===== config.mk =====
export PLATFORM = sky130hd
export DESIGN_NAME = form_urlencoded_field_decoder_unit
export DESIGN_NICKNAME = d
export VERILOG_FILES = /design/src/hw/rtl/fud_pkg.sv /design/src/hw/rtl/fud_step.sv /design/src/hw/rtl/fud_out_queue.sv /design/src/hw/rtl/form_urlencoded_field_decoder_unit.sv
export SDC_FILE = /design/constraint.sdc
export NUM_CORES = 1
export LEC_CHECK = 0
export ABC_CLOCK_PERIOD_IN_PS = 27400
export BUFFER_PORTS_ARGS = -buffer_cell sky130_fd_sc_hd__buf_2
export CORE_MARGIN = 1.5
export CORE_UTILIZATION = 28
export CTS_CLUSTER_SIZE = 28
export DETAILED_ROUTE_END_ITERATION = 8
export PLACE_DENSITY = 0.4
export SYNTH_ARGS = -nofsm -noshare
export SYNTH_HDL_FRONTEND = slang
export SYNTH_HIERARCHICAL = 1
export SYNTH_SLANG_ARGS = --single-unit
export TNS_END_PERCENT = 10

===== constraint.sdc =====
create_clock -name clk -period 27.4 [get_ports clk]
set_input_delay 5.48 -clock clk [delete_from_list [all_inputs] [get_ports clk]]
set_output_delay 5.48 -clock clk [all_outputs]
set_load 0.01 [all_outputs]

===== src/hw/rtl/fud_pkg.sv =====
// fud_pkg: shared types and constants for the form-urlencoded field decoder
// result word layout, batch of results per input word, character codes, hex digit decode
// no dependencies
package fud_pkg;

    localparam int MAX_RESULTS = 4;
    localparam int RES_CNT_W   = 3;
    localparam int RES_IDX_W   = 2;

    localparam logic [7:0] CH_PLUS  = 8'h2B;
    localparam logic [7:0] CH_PCT   = 8'h25;
    localparam logic [7:0] CH_AMP   = 8'h26;
    localparam logic [7:0] CH_EQ    = 8'h3D;
    localparam logic [7:0] CH_SPACE = 8'h20;

    typedef struct packed {
        logic [7:0] out_byte;
        logic       has_byte;
        logic       out_part;
        logic [3:0] field_index;
        logic       part_end;
    } fud_res_t;

    typedef struct packed {
        fud_res_t [MAX_RESULTS-1:0] res;
        logic [RES_CNT_W-1:0]       cnt;
    } fud_batch_t;

    // bit 4 set means not a hex digit
    function automatic logic [4:0] hex_val(input logic [7:0] c);
        logic [4:0] v;
        v = 5'd16;
        if (c >= 8'h30 && c <= 8'h39) v = 5'(c - 8'h30);
        else if (c >= 8'h61 && c <= 8'h66) v = 5'(c - 8'h57);
        else if (c >= 8'h41 && c <= 8'h46) v = 5'(c - 8'h37);
        return v;
    endfunction

endpackage


===== src/hw/rtl/fud_step.sv =====
// fud_step: decoder state registers and the per-word decode logic
// produces up to four results for the word held in the input register
// depends on fud_pkg
module fud_step
    import fud_pkg::*;
#(
    parameter int FIELD_CAP   = 16,
    parameter int KEY_BYTES   = 64,
    parameter int VALUE_BYTES = 256,
    parameter int CHUNK_BYTES = 512
)
(
    input  logic       clk,
    input  logic       rst_n,
    input  logic [7:0] in_byte,
    input  logic       in_last,
    input  logic       new_message,
    input  logic       commit,
    output fud_batch_t batch
);

    localparam int FC_W_RAW = $clog2(FIELD_CAP + 1);
    localparam int FC_W     = (FC_W_RAW > 4) ? FC_W_RAW : 4;
    localparam int SP_W     = $clog2(CHUNK_BYTES);
    localparam int PL_MAX   = (KEY_BYTES > VALUE_BYTES) ? KEY_BYTES : VALUE_BYTES;
    localparam int PL_W     = $clog2(PL_MAX);

    localparam logic [FC_W-1:0] FC_LIMIT    = FC_W'(FIELD_CAP);
    localparam logic [SP_W-1:0] SPAN_LIMIT  = SP_W'(CHUNK_BYTES - 1);
    localparam logic [PL_W-1:0] KEY_LIMIT   = PL_W'(KEY_BYTES - 1);
    localparam logic [PL_W-1:0] VALUE_LIMIT = PL_W'(VALUE_BYTES - 1);

    typedef enum logic [1:0] {
        ESC_NONE,
        ESC_PCT,
        ESC_HELD
    } esc_t;

    typedef struct packed {
        logic [FC_W-1:0] fc;
        logic            in_value;
        logic [7:0]      esc_char;
        esc_t            esc;
        logic [SP_W-1:0] span;
        logic [PL_W-1:0] plen;
    } state_t;

    typedef struct packed {
        state_t     st;
        fud_batch_t b;
    } work_t;

    state_t state_reg;
    state_t state_next;
    work_t  w;

    function automatic work_t emit(input work_t wi, input logic [7:0] b,
                                   input logic has, input logic pend);
        work_t r;
        r = wi;
        if (wi.b.cnt < RES_CNT_W'(MAX_RESULTS)) begin
            r.b.res[wi.b.cnt[RES_IDX_W-1:0]] = '{out_byte: b, has_byte: has,
                out_part: wi.st.in_value, field_index: wi.st.fc[3:0], part_end: pend};
            r.b.cnt = wi.b.cnt + 1'b1;
        end
        return r;
    endfunction

    function automatic work_t put_byte(input work_t wi, input logic [7:0] b);
        work_t           r;
        logic [PL_W-1:0] lim;
        r = wi;
        lim = wi.st.in_value ? VALUE_LIMIT : KEY_LIMIT;
        if (wi.st.plen < lim) begin
            r = emit(wi, b, 1'b1, 1'b0);
            r.st.plen = wi.st.plen + 1'b1;
        end
        return r;
    endfunction

    function automatic work_t plain(input work_t wi, input logic [7:0] c);
        return put_byte(wi, (c == CH_PLUS) ? CH_SPACE : c);
    endfunction

    function automatic work_t feed_idle(input work_t wi, input logic [7:0] c);
        work_t r;
        r = wi;
        if (c == CH_PCT) r.st.esc = ESC_PCT;
        else r = plain(wi, c);
        return r;
    endfunction

    function automatic work_t feed(input work_t wi, input logic [7:0] c);
        work_t      r;
        logic [4:0] hi;
        logic [4:0] lo;
        r = wi;
        hi = hex_val(wi.st.esc_char);
        lo = hex_val(c);
        case (wi.st.esc)
            ESC_NONE:
            begin
                r = feed_idle(wi, c);
            end
            ESC_PCT:
            begin
                r.st.esc_char = c;
                r.st.esc = ESC_HELD;
            end
            default:
            begin
                r.st.esc = ESC_NONE;
                if (!hi[4] && !lo[4]) begin
                    r = put_byte(r, {hi[3:0], lo[3:0]});
                end
                else begin
                    // bad escape: drop the percent, replay both characters
                    r = feed_idle(r, wi.st.esc_char);
                    if (r.st.esc == ESC_PCT) begin
                        r.st.esc_char = c;
                        r.st.esc = ESC_HELD;
                    end
                    else begin
                        r = feed_idle(r, c);
                    end
                end
            end
        endcase
        return r;
    endfunction

    function automatic work_t flush_escape(input work_t wi);
        work_t r;
        r = wi;
        if (wi.st.esc != ESC_NONE) r = put_byte(r, CH_PCT);
        if (wi.st.esc == ESC_HELD) r = plain(r, wi.st.esc_char);
        r.st.esc = ESC_NONE;
        return r;
    endfunction

    function automatic work_t finish_field(input work_t wi);
        work_t r;
        r = flush_escape(wi);
        if (!r.st.in_value) begin
            r = emit(r, 8'h00, 1'b0, 1'b1);
            r.st.in_value = 1'b1;
            r.st.plen = '0;
        end
        r = emit(r, 8'h00, 1'b0, 1'b1);
        r.st.fc = r.st.fc + 1'b1;
        return r;
    endfunction

    function automatic work_t clear_span(input work_t wi);
        work_t r;
        r = wi;
        r.st.in_value = 1'b0;
        r.st.esc_char = 8'h00;
        r.st.esc = ESC_NONE;
        r.st.span = '0;
        r.st.plen = '0;
        return r;
    endfunction

    function automatic work_t end_span(input work_t wi);
        work_t r;
        r = wi;
        // a span cut at the chunk limit was already closed
        if (wi.st.span != '0 && wi.st.span < SPAN_LIMIT && wi.st.fc < FC_LIMIT)
            r = finish_field(r);
        r = clear_span(r);
        return r;
    endfunction

    always_comb
    begin
        w.st = state_reg;
        w.b = '0;
        if (new_message) begin
            w.st.fc = '0;
            w = clear_span(w);
        end
        if (in_byte == CH_AMP) begin
            w = end_span(w);
        end
        else if (w.st.fc < FC_LIMIT && w.st.span < SPAN_LIMIT) begin
            w.st.span = w.st.span + 1'b1;
            if (!w.st.in_value && in_byte == CH_EQ) begin
                w = flush_escape(w);
                w = emit(w, 8'h00, 1'b0, 1'b1);
                w.st.in_value = 1'b1;
                w.st.plen = '0;
            end
            else begin
                w = feed(w, in_byte);
            end
            if (w.st.span == SPAN_LIMIT) w = finish_field(w);
        end
        if (in_last) w = end_span(w);
        state_next = w.st;
        batch = w.b;
    end

    always_ff @(posedge clk or negedge rst_n)
    begin
        if (!rst_n) begin
            state_reg <= '0;
        end
        else if (commit) begin
            state_reg <= state_next;
        end
    end

endmodule


===== src/hw/rtl/fud_out_queue.sv =====
// fud_out_queue: result register bank that holds one batch of results
// and hands them out one word per cycle while pop_ready is high, oldest first
// depends on fud_pkg
module fud_out_queue
    import fud_pkg::*;
(
    input  logic       clk,
    input  logic       rst_n,
    input  logic       load,
    input  fud_batch_t load_batch,
    input  logic       pop_ready,
    output fud_res_t   head,
    output logic       head_valid,
    output logic       head_last,
    output logic       can_load
);

    fud_res_t [MAX_RESULTS-1:0] slot_reg;
    fud_res_t [MAX_RESULTS-1:0] slot_next;
    logic [RES_CNT_W-1:0]       cnt_reg;
    logic [RES_CNT_W-1:0]       cnt_next;
    logic                       pop;

    assign head_valid = (cnt_reg != '0);
    assign head_last  = (cnt_reg == RES_CNT_W'(1));
    assign head       = slot_reg[0];
    assign pop        = head_valid && pop_ready;
    // empty, or the final word of the batch leaves this cycle
    assign can_load   = !head_valid || (head_last && pop_ready);

    always_comb
    begin
        slot_next = slot_reg;
        cnt_next = cnt_reg;
        if (load) begin
            slot_next = load_batch.res;
            cnt_next = load_batch.cnt;
        end
        else if (pop) begin
            for (int i = 0; i < MAX_RESULTS - 1; i++) begin
                slot_next[i] = slot_reg[i + 1];
            end
            cnt_next = cnt_reg - 1'b1;
        end
    end

    always_ff @(posedge clk or negedge rst_n)
    begin
        if (!rst_n) begin
            cnt_reg <= '0;
        end
        else begin
            cnt_reg <= cnt_next;
        end
    end

    always_ff @(posedge clk)
    begin
        slot_reg <= slot_next;
    end

endmodule


===== src/hw/rtl/form_urlencoded_field_decoder_unit.sv =====
// path: an accepted word passes the input register, is decoded there and is loaded into
// the result bank, which raises m_tvalid; loading waits until the bank can take it
// throughput: one input word per cycle while each word yields at most one result and m_tready is high;
// a word yielding more results (up to four) is loaded at once, and the next word waits
// in the input register while the single result port drains the result register bank
// reset: rst_n clears field count, span state, the input valid flag and the result bank count
module form_urlencoded_field_decoder_unit
    import fud_pkg::*;
#(
    parameter int FIELD_CAP   = 16,
    parameter int KEY_BYTES   = 64,
    parameter int VALUE_BYTES = 256,
    parameter int CHUNK_BYTES = 512
)
(
    input  logic        clk,
    input  logic        rst_n,
    input  logic        s_tvalid,
    output logic        s_tready,
    input  logic [7:0]  s_tdata,   // [7:0] in_byte
    input  logic        s_tlast,
    input  logic        s_tuser,   // [0] new_message
    output logic        m_tvalid,
    input  logic        m_tready,
    output logic [15:0] m_tdata,   // [7:0] out_byte, [11:8] field_index, [15:12] zero
    output logic        m_tlast,
    output logic [2:0]  m_tuser    // [0] has_byte, [1] out_part, [2] part_end
);

    logic       in_valid_reg;
    logic [7:0] in_byte_reg;
    logic       in_last_reg;
    logic       new_msg_reg;

    fud_batch_t batch;
    fud_res_t   head;
    logic       can_load;
    logic       fire;
    logic       load;

    assign fire     = in_valid_reg && ((batch.cnt == '0) || can_load);
    assign load     = fire && (batch.cnt != '0);
    assign s_tready = !in_valid_reg || fire;

    always_ff @(posedge clk or negedge rst_n)
    begin
        if (!rst_n) begin
            in_valid_reg <= 1'b0;
        end
        else if (s_tready) begin
            in_valid_reg <= s_tvalid;
        end
    end

    always_ff @(posedge clk)
    begin
        if (s_tready && s_tvalid) begin
            in_byte_reg <= s_tdata;
            in_last_reg <= s_tlast;
            new_msg_reg <= s_tuser;
        end
    end

    fud_step #(
        .FIELD_CAP   (FIELD_CAP),
        .KEY_BYTES   (KEY_BYTES),
        .VALUE_BYTES (VALUE_BYTES),
        .CHUNK_BYTES (CHUNK_BYTES)
    ) u_step (
        .clk         (clk),
        .rst_n       (rst_n),
        .in_byte     (in_byte_reg),
        .in_last     (in_last_reg),
        .new_message (new_msg_reg),
        .commit      (fire),
        .batch       (batch)
    );

    fud_out_queue u_queue (
        .clk        (clk),
        .rst_n      (rst_n),
        .load       (load),
        .load_batch (batch),
        .pop_ready  (m_tready),
        .head       (head),
        .head_valid (m_tvalid),
        .head_last  (m_tlast),
        .can_load   (can_load)
    );

    assign m_tdata = {4'b0000, head.field_index, head.out_byte};
    assign m_tuser = {head.part_end, head.out_part, head.has_byte};

endmodule


==> impl_summary.md, run 1 <==
Run status
The flow ran to the end, and the final reports show no timing, DRC or antenna violations.

Routing
The remaining number of nets flagged by the antenna check after routing is 0. The via count is between 10,000 and 15,000. The routed design has between 40 and 50 mm of wire. For this block, the initial DRC count from the detailed router was 949.

The residual DRC count is 0. The first-pass detailed-route iteration total is 6. After detailed routing, the average wire length per cell comes to 22.91 µm. After detailed routing, the number of vias per cell comes to 5.692.

Clock network
The number of levels the H-tree was split into is 3. The CTS buffer count is 9. The number of buffers inserted for hold repair after clock tree synthesis is 0. The CTS tree is yes. The maximum count of clock buffers along a single path is 2. The clock sink count is ~110. The number of gates resized after CTS was 0.

The clock root buffer is sky130_fd_sc_hd__clkbuf_16. The clock-pin slew reported for the worst setup and hold paths after clock tree synthesis is 0.08 ns. For the worst-skew pair, the clock arrives at the later sink with an insertion delay of 0.41 ns.

The post-CTS setup buffer count is 0.

Die
The die covers 47,670 µm². The width of the die is 218.3 µm. In this run the count of I/O pins placed on the die edge is 36. The effective utilization at floorplan is roughly 28%. The standard-cell row count is 78. Measured along the y axis, the die boundary spans 218.3 µm. The core region is ~46,000 µm².

Cells and area
The flip-flop count of the largest register, all copies and words added is 45. The final instance area is 13,380 µm². The count of antenna diodes in the layout is 0.

The layout-stage area growth over the synthesis result is 3.016%. The final net count is between 1,500 and 2,000. The share of cells above drive strength 1 is about 13%.

Power
Dividing total power by cell area gives a power density of 88.38 nW/µm². Across the VDD grid, the largest voltage drop is 0.09165 mV. In this run the static leakage power is about 5.2 nW.

Global routing
The initial antenna violation count was 1. The via count of the first global-routing pass came to approximately 12,000. The first global-routing pass estimated 75.36 mm of wire.

Global routing consumed, over all layers together, 20.94% of the routing resources. For this run the aggregate overflow at the end of global routing stands at 0. The maximum number of pins on one net before global-route repair is 59.

Yosys
In this run, distinct cell masters in the synthesized netlist total 127. The mapped netlist covers 12,980 µm². The count of state elements after synthesis is 107.

The Yosys warning count is 6. Each instance of the synthesized netlist takes up on average 8.010 µm². In this run, synthesis inferred 70 flip-flops with an integrated enable.

By area the synthesized netlist is led by sky130_fd_sc_hd__edfxtp_1, sky130_fd_sc_hd__ha_1, sky130_fd_sc_hd__dfrtp_1. sky130_fd_sc_hd__edfxtp_1 takes more of the synthesized area than any other cell. The top-area cell type share of the netlist area is 16.19%. Counting flops with an async set or reset pin after synthesis yields a share of 34.58%.

The most used flip-flop cell after synthesis is sky130_fd_sc_hd__edfxtp_1. The synthesized netlist cell count is 1,621. Of the synthesized area, sequential elements account for 23.32%.

Critical path
The largest single stage delay on the critical path is 0.83 ns. The number of cells on the worst reg-to-reg path is 63. The endpoint kind of the worst setup timing path is a primary output. The worst setup path is launched from a flip-flop.

For the worst setup path, the data arrival time is 17.09 ns. The critical-path cell with the highest stage delay is sky130_fd_sc_hd__a221oi_1. The worst setup path is of the reg2out kind. The most repeated library cell on the critical path is sky130_fd_sc_hd__ha_1. The critical path contains buffers and inverters numbering 6 combined. The logic depth of the worst setup path including buffers is 61.

The category of cells accounting for the largest share of critical-path delay is compound AO/OA/AOI/OAI gates. The worst path required time is approximately 22 ns. In this run the worst path has a maximum fanout of 16.

Place
The placed instances occupy a cell area of 13,100 µm². The number of port buffers is 31. The minimum setup slack after placement is around 5.5 ns. Once detailed placement completed, the half-perimeter wirelength came to 38.03 mm.

The congestion estimate from routability-driven global placement came to approximately 0.89.

Timing
At the pin with the least slew margin, the transition time is 1.237 ns. The remaining max-slew budget at the tightest pin is 17.52%. The setup slack of the critical path after layout is 4.828 ns. Setup repair after global routing left no endpoint under its margin. After layout, the worst path uses ~82% of the clock period. The final critical delay including setup and external delays is roughly 23 ns. The accumulated negative setup slack is 0 ns. The worst clock skew is 0.01362 ns. The number of pins with negative max-slew slack in the final report is 0.

The number of failing hold endpoints at the final stage is 0. The highest attainable clock frequency is 44.30 MHz. The count of final setup violators is 0.

Hold path
The path class of the lowest-slack min-delay path is reg2reg. The number of stages on the worst hold path is 1.

Job
The number of max-capacitance violations reported is 0.
[worst register-to-register path: cells and delay by family, from the launching register on]
kind / cells / cell delay, ns
adders and majority gates: 7 / 2.30
xor gates and xnor gates: 5 / 0.80
AOI/OAI and AO/OA: 22 / 6.47
and+or+nand+nor: 20 / 5.95
muxes: 3 / 0.71
DFF: 1 / 0.47
buffers and inverters: 6 / 1.44
[where the power goes]
part / internal (W) / switching, W / total [W]
Clock: 0.0000626 / 0.0000713 / 0.000134
Sequential: 0.000268 / 0.0000377 / 0.000306
Combinational: 0.000283 / 0.000460 / 0.000743
[synth_stat cells (all sizes together) (45+ instances only)]
master and count:
inv 91, edfxtp 70, a21oi 107, nand2 191, ha 75, buf 106
clkbuf 51, nor2 146, mux2 58, o21ai 94, nand3 50, o22ai 45
[path summary, 6_finish.rpt]
| check | endpoint | from | slack, ns |
|---|---|---|---|
| worst max-delay path | s_tready | u_step/state_reg[27] | 4.83 |
| worst min-delay path | u_queue/slot_reg[20] | u_queue/slot_reg[35] | 0.55 |
| worst max register to register | u_step/state_reg[23] | u_step/state_reg[27] | 9.16 |
| worst min register to register | u_queue/slot_reg[20] | u_queue/slot_reg[35] | 0.55 |
| max in group asynchronous | u_step/state_reg[26] | rst_n | 21.80 |
| min in group asynchronous | u_queue/cnt_reg[1] | rst_n | 5.15 |
[layout make-up]
type	instances	area [µm²]
Multi-Input combinational cell	1271	8678
Fill cell	4941	32200
Inverter	92	345.3
Clock buffer	10	229.0
Clock inverter	6	46.29
Sequential cell	107	3028
Tap cell	600	750.7
Timing Repair Buffer	50	297.8
[metal layers]
layer / global-route usage [%] / share of wire [%] / vias up
li1: - / - / 5702
met1: 28.39 / 46 / 6030
met2: 35.07 / 48 / 384
met3: 2.644 / 5.2 / 42
met4: 5.057 / 1.6 / 0
met5: 0 / 0 / -
[per-stage QoR]
stage	instances	hold WS, ns	power (W)	util, %
detailed placement	2120	0.5329	0.001048	28.74
floorplan	1627	0.5210	0.0008837	-
global route	2136	0.5612	0.001275	29.35
global placement	2120	0.5303	0.001051	28.74
CTS	2136	0.5467	0.001190	29.35
finish	2136	0.5469	0.001182	29.35
[layout by cell type, fill, tap and decap left out, types with 19 or more instances in the layout]
| master | Yosys | layout |
|---|---|---|
| sky130_fd_sc_hd__ha_1 | 75 | 75 |
| sky130_fd_sc_hd__xnor2_1 | 35 | 35 |
| sky130_fd_sc_hd__nand3_1 | 50 | 50 |
| sky130_fd_sc_hd__nand2b_1 | 28 | 27 |
| sky130_fd_sc_hd__inv_1 | 89 | 89 |
| sky130_fd_sc_hd__o22ai_1 | 45 | 45 |
| sky130_fd_sc_hd__edfxtp_1 | 70 | 70 |
| sky130_fd_sc_hd__a21oi_1 | 99 | 99 |
| sky130_fd_sc_hd__and3_1 | 23 | 22 |
| sky130_fd_sc_hd__nand4_1 | 22 | 22 |
| sky130_fd_sc_hd__mux2_4 | 47 | 47 |
| sky130_fd_sc_hd__dfrtp_1 | 37 | 37 |
| sky130_fd_sc_hd__and2_1 | 20 | 20 |
| sky130_fd_sc_hd__nor2_1 | 145 | 145 |
| sky130_fd_sc_hd__nand2_1 | 191 | 191 |
| sky130_fd_sc_hd__o21ai_0 | 90 | 90 |
| sky130_fd_sc_hd__buf_2 | 7 | 31 |
| sky130_fd_sc_hd__nor3_1 | 36 | 35 |
| sky130_fd_sc_hd__buf_4 | 85 | 19 |
| sky130_fd_sc_hd__a22oi_1 | 41 | 41 |
[cells by family (layout without fill, tap and decap cells)]
kind of cell | after synthesis | after routing | synth area share [%]
xor+xnor | 46 | 46 | 3.248
compound gates | 463 | 463 | 24.73
simple gates | 609 | 609 | 23.88
flops | 107 | 107 | 23.32
buf+inv | 249 | 158 | 10.20
other cells | 2 | 8 | 0.05784
mux | 70 | 70 | 7.343
fa+ha+maj | 75 | 75 | 7.228
Note: power is estimated with default switching activity, not from simulation.
==> inputs of run 2 (changes only) <==
--- a/config.mk
+++ b/config.mk
@@ -5,13 +5,13 @@
 export SDC_FILE = /design/constraint.sdc
 export NUM_CORES = 1
 export LEC_CHECK = 0
-export ABC_CLOCK_PERIOD_IN_PS = 27400
+export ABC_CLOCK_PERIOD_IN_PS = 19200
 export BUFFER_PORTS_ARGS = -buffer_cell sky130_fd_sc_hd__buf_2
 export CORE_MARGIN = 1.5
 export CORE_UTILIZATION = 28
 export CTS_CLUSTER_SIZE = 28
 export DETAILED_ROUTE_END_ITERATION = 8
-export PLACE_DENSITY = 0.4
+export PLACE_DENSITY = 0.42
 export SYNTH_ARGS = -nofsm -noshare
 export SYNTH_HDL_FRONTEND = slang
 export SYNTH_HIERARCHICAL = 1
==> constraint.sdc (replaced) <==
create_clock -name clk -period 19.2 [get_ports clk]
set_input_delay 3.84 -clock clk [delete_from_list [all_inputs] [get_ports clk]]
set_output_delay 3.84 -clock clk [all_outputs]
set_load 0.01 [all_outputs]
==> impl_summary.md, run 2 (same netlist as run 1, synthesis figures left out) <==
Routing
The detail-routed net length per standard cell is 22.38 µm. After detailed routing, the number of vias per cell comes to 5.652. The routed layout has 12,196 vias.

The first-pass detailed-route iteration total is 6. The iteration-0 DRC count of the detailed router is between 1,000 and 1,500. For this run, design rule violations remaining after detail routing come to 0. The count of nets left with antenna violations once routing finished came out at 0. The total wirelength of the detailed-routed design is 48.30 mm.

Power
The total power of the final layout is 0.001716 W. The clock share of power is 11.8%. In this run the static leakage power is between 5 and 6 nW. The cell internal power dissipation is 0.0008912 W. Dividing total power by cell area gives a power density of 125.9 nW/µm². The part of the total power dissipated in combinational logic is 62.7%. Across the VDD grid, the largest voltage drop is 0.1222 mV. The net switching component of the power is 0.0008249 W. The part of the power in registers is roughly 26%. The switching share of total power is 48.07%.

Critical path
The endpoint kind of the worst setup timing path is a primary output. The worst path arrival time is roughly 14 ns. The highest net fanout along the worst path is 13. The worst path required time is 15.36 ns. The classification of the worst setup path is reg2out. Among all stages on the critical path, the largest delay is contributed by sky130_fd_sc_hd__or4_4. The category of the worst setup path launch point is a flip-flop. The most repeated library cell on the critical path is sky130_fd_sc_hd__ha_1.

The path depth of the worst reg2reg path is 67. In this design, the stage delay of the slowest critical-path cell is approximately 0.57 ns.

Timing
At the pin with the least slew margin, the transition time is 1.192 ns. The clock period could shrink to 18.24 ns. The number of failing hold endpoints at the final stage came to 0.

Measured against its own limit, the worst slew margin works out to a little over 20%. The worst clock skew is approximately 0.024 ns. Setup repair after global routing left no endpoint under its margin. Across all setup checks in the final design, the least slack found is 0.9644 ns. The final clock period utilization by the worst path is 94.98%. The number of pins with negative max-slew slack in the final report is 0. The count of final setup violators is 0.

Static timing analysis puts the maximum clock frequency at 54.84 MHz. The accumulated negative setup slack is 0 ns.

Place
The minimum setup slack after placement is between 0.4 and 0.5 ns. After detailed placement, the total cell area comes to 13,200 µm². The final weighted congestion in routability-driven placement is between 0.9 and 1. The number of port buffers is 31.

The half-perimeter wire length after placement is between 30 and 40 mm.

Cells and area
After routing the design area is between 10,000 and 15,000 µm². The register with the most flip-flops in the layout has 45 of them. The share of cells above drive strength 1 is between 10 and 15%. The final net count is 1,642. The final-layout fill cell count is 4,915.

The count of antenna diodes in the layout is 0. Leaving out fill and tap cells, the most frequent cell in the layout is sky130_fd_sc_hd__nand2_1. In the layout the commonest cells are sky130_fd_sc_hd__nand2_1, sky130_fd_sc_hd__nor2_1, sky130_fd_sc_hd__a21oi_1. The area growth from synthesis to layout is 4.982%.

Die
The area of the die is 47,670 µm². In this run the horizontal extent of the chip is 218.3 µm. The count of boundary I/O pins is 36. For this configuration, the core starts out at a cell density of 28.49%. The die is 218.3 µm tall.

After floorplanning, the core was sized to cover approximately 46,000 µm². Row generation in the floorplan step produced a little under 80 rows.

Global routing
The via count of the first global-routing pass is 11,824. The remaining global-route overflow is 0. Entering global routing, the biggest net connects 58 pins. The initial antenna violation count is 0. Across every metal layer, demand over resource in global routing totals 20.37%. The first global-routing pass estimated approximately 74 mm of wire.

Hold path
Along the worst hold path, the cell count comes to 1. The path class of the lowest-slack min-delay path is reg2reg.

Clock network
The clock root buffer is sky130_fd_sc_hd__clkbuf_16. The number of clock buffers added by TritonCTS is 9. The maximum count of clock buffers along a single path is 2. The clock-pin slew reported for the worst setup and hold paths after clock tree synthesis is approximately 0.10 ns. The number of levels the H-tree was split into is 3. The tree built by TritonCTS fans out to 107 sinks. The clock reaches the later pin of the worst-skew pair after 0.41 ns. TritonCTS built the clock tree.

Job
Across the run, the number of max-cap violations was 0.

Run status
The run finished with clean final reports.
==> run 2: metal layers <==
metal | vias up | routed length, µm | share of wire [%] | track usage (%)
met5 | - | 0 | 0 | 0
met3 | 59 | 2779 | 5.8 | 3.424
met1 | 5987 | 22740 | 47 | 28.30
met2 | 406 | 21960 | 45 | 32.73
li1 | 5744 | - | - | -
met4 | 0 | 830 | 1.7 | 4.690
==> run 2: power by group through the flow <==
stage | logic, W | clock network [W] | registers [W]
after detailed placement | 0.00106 | 0 | 0.000443
final | 0.00108 | 0.000202 | 0.000438
after floorplan | 0.000842 | 0 | 0.000419
after global placement | 0.00106 | 0 | 0.000442
after CTS | 0.00106 | 0.000213 | 0.000438
after global routing | 0.00118 | 0.000218 | 0.000448
==> run 2: worst max-delay path: cells and delay by family, from the launching register on <==
kind / cells / cell delay [ns]
flip-flops: 1 / 0.53
AND/OR/NAND/NOR: 22 / 4.30
adder cells (fa/ha/maj): 8 / 2.28
buffers and inverters: 7 / 1.04
XOR/XNOR: 5 / 0.81
AO/OA/AOI/OAI: 19 / 3.93
multiplexers: 4 / 1.09
==> run 2: repair_timing <==
| item | in CTS | in global routing |
|---|---|---|
| hold buffers | 0 | 0 |
| gates cloned | 0 | 0 |
| gates resized for setup | 1 | 12 |
| setup endpoints to repair | 1 | 1 |
| buffers inserted | 0 | 9 |
| pin swaps | 0 | 3 |
==> run 2: area by class of cell <==
type,count,area [µm²],share of cell area [%]
Timing Repair Buffer,72,462.9,3.396
Clock inverter,7,75.07,0.5508
Multi-Input combinational cell,1271,8743,64.15
Sequential cell,107,3028,22.21
Inverter,92,345.3,2.533
Tap cell,600,750.7,5.508
Clock buffer,9,225.2,1.652
==> run 2: through the flow <==
stage                     hold slack (ns)  instances  utilization (%)
after CTS                          0.5446       2149            29.63
after detailed placement           0.5342       2133            28.96
after global placement             0.5302       2133            28.96
final                              0.5443       2158            29.91
after global routing               0.5438       2158            29.91
after floorplan                    0.5210       1627                -
==> run 2: path summary, 6_finish.rpt <==
check / startpoint / end / slack (ns)
setup reg to reg: new_msg_reg / u_step/state_reg[11] / 3.64
hold reg to reg: u_queue/slot_reg[19] / u_queue/head[4] / 0.54
min in group asynchronous: rst_n / u_step/state_reg[30] / 3.51
hold / removal: u_queue/slot_reg[19] / u_queue/head[4] / 0.54
setup / recovery: new_msg_reg / s_tready / 0.96
max in group asynchronous: rst_n / u_step/state_reg[23] / 15.26
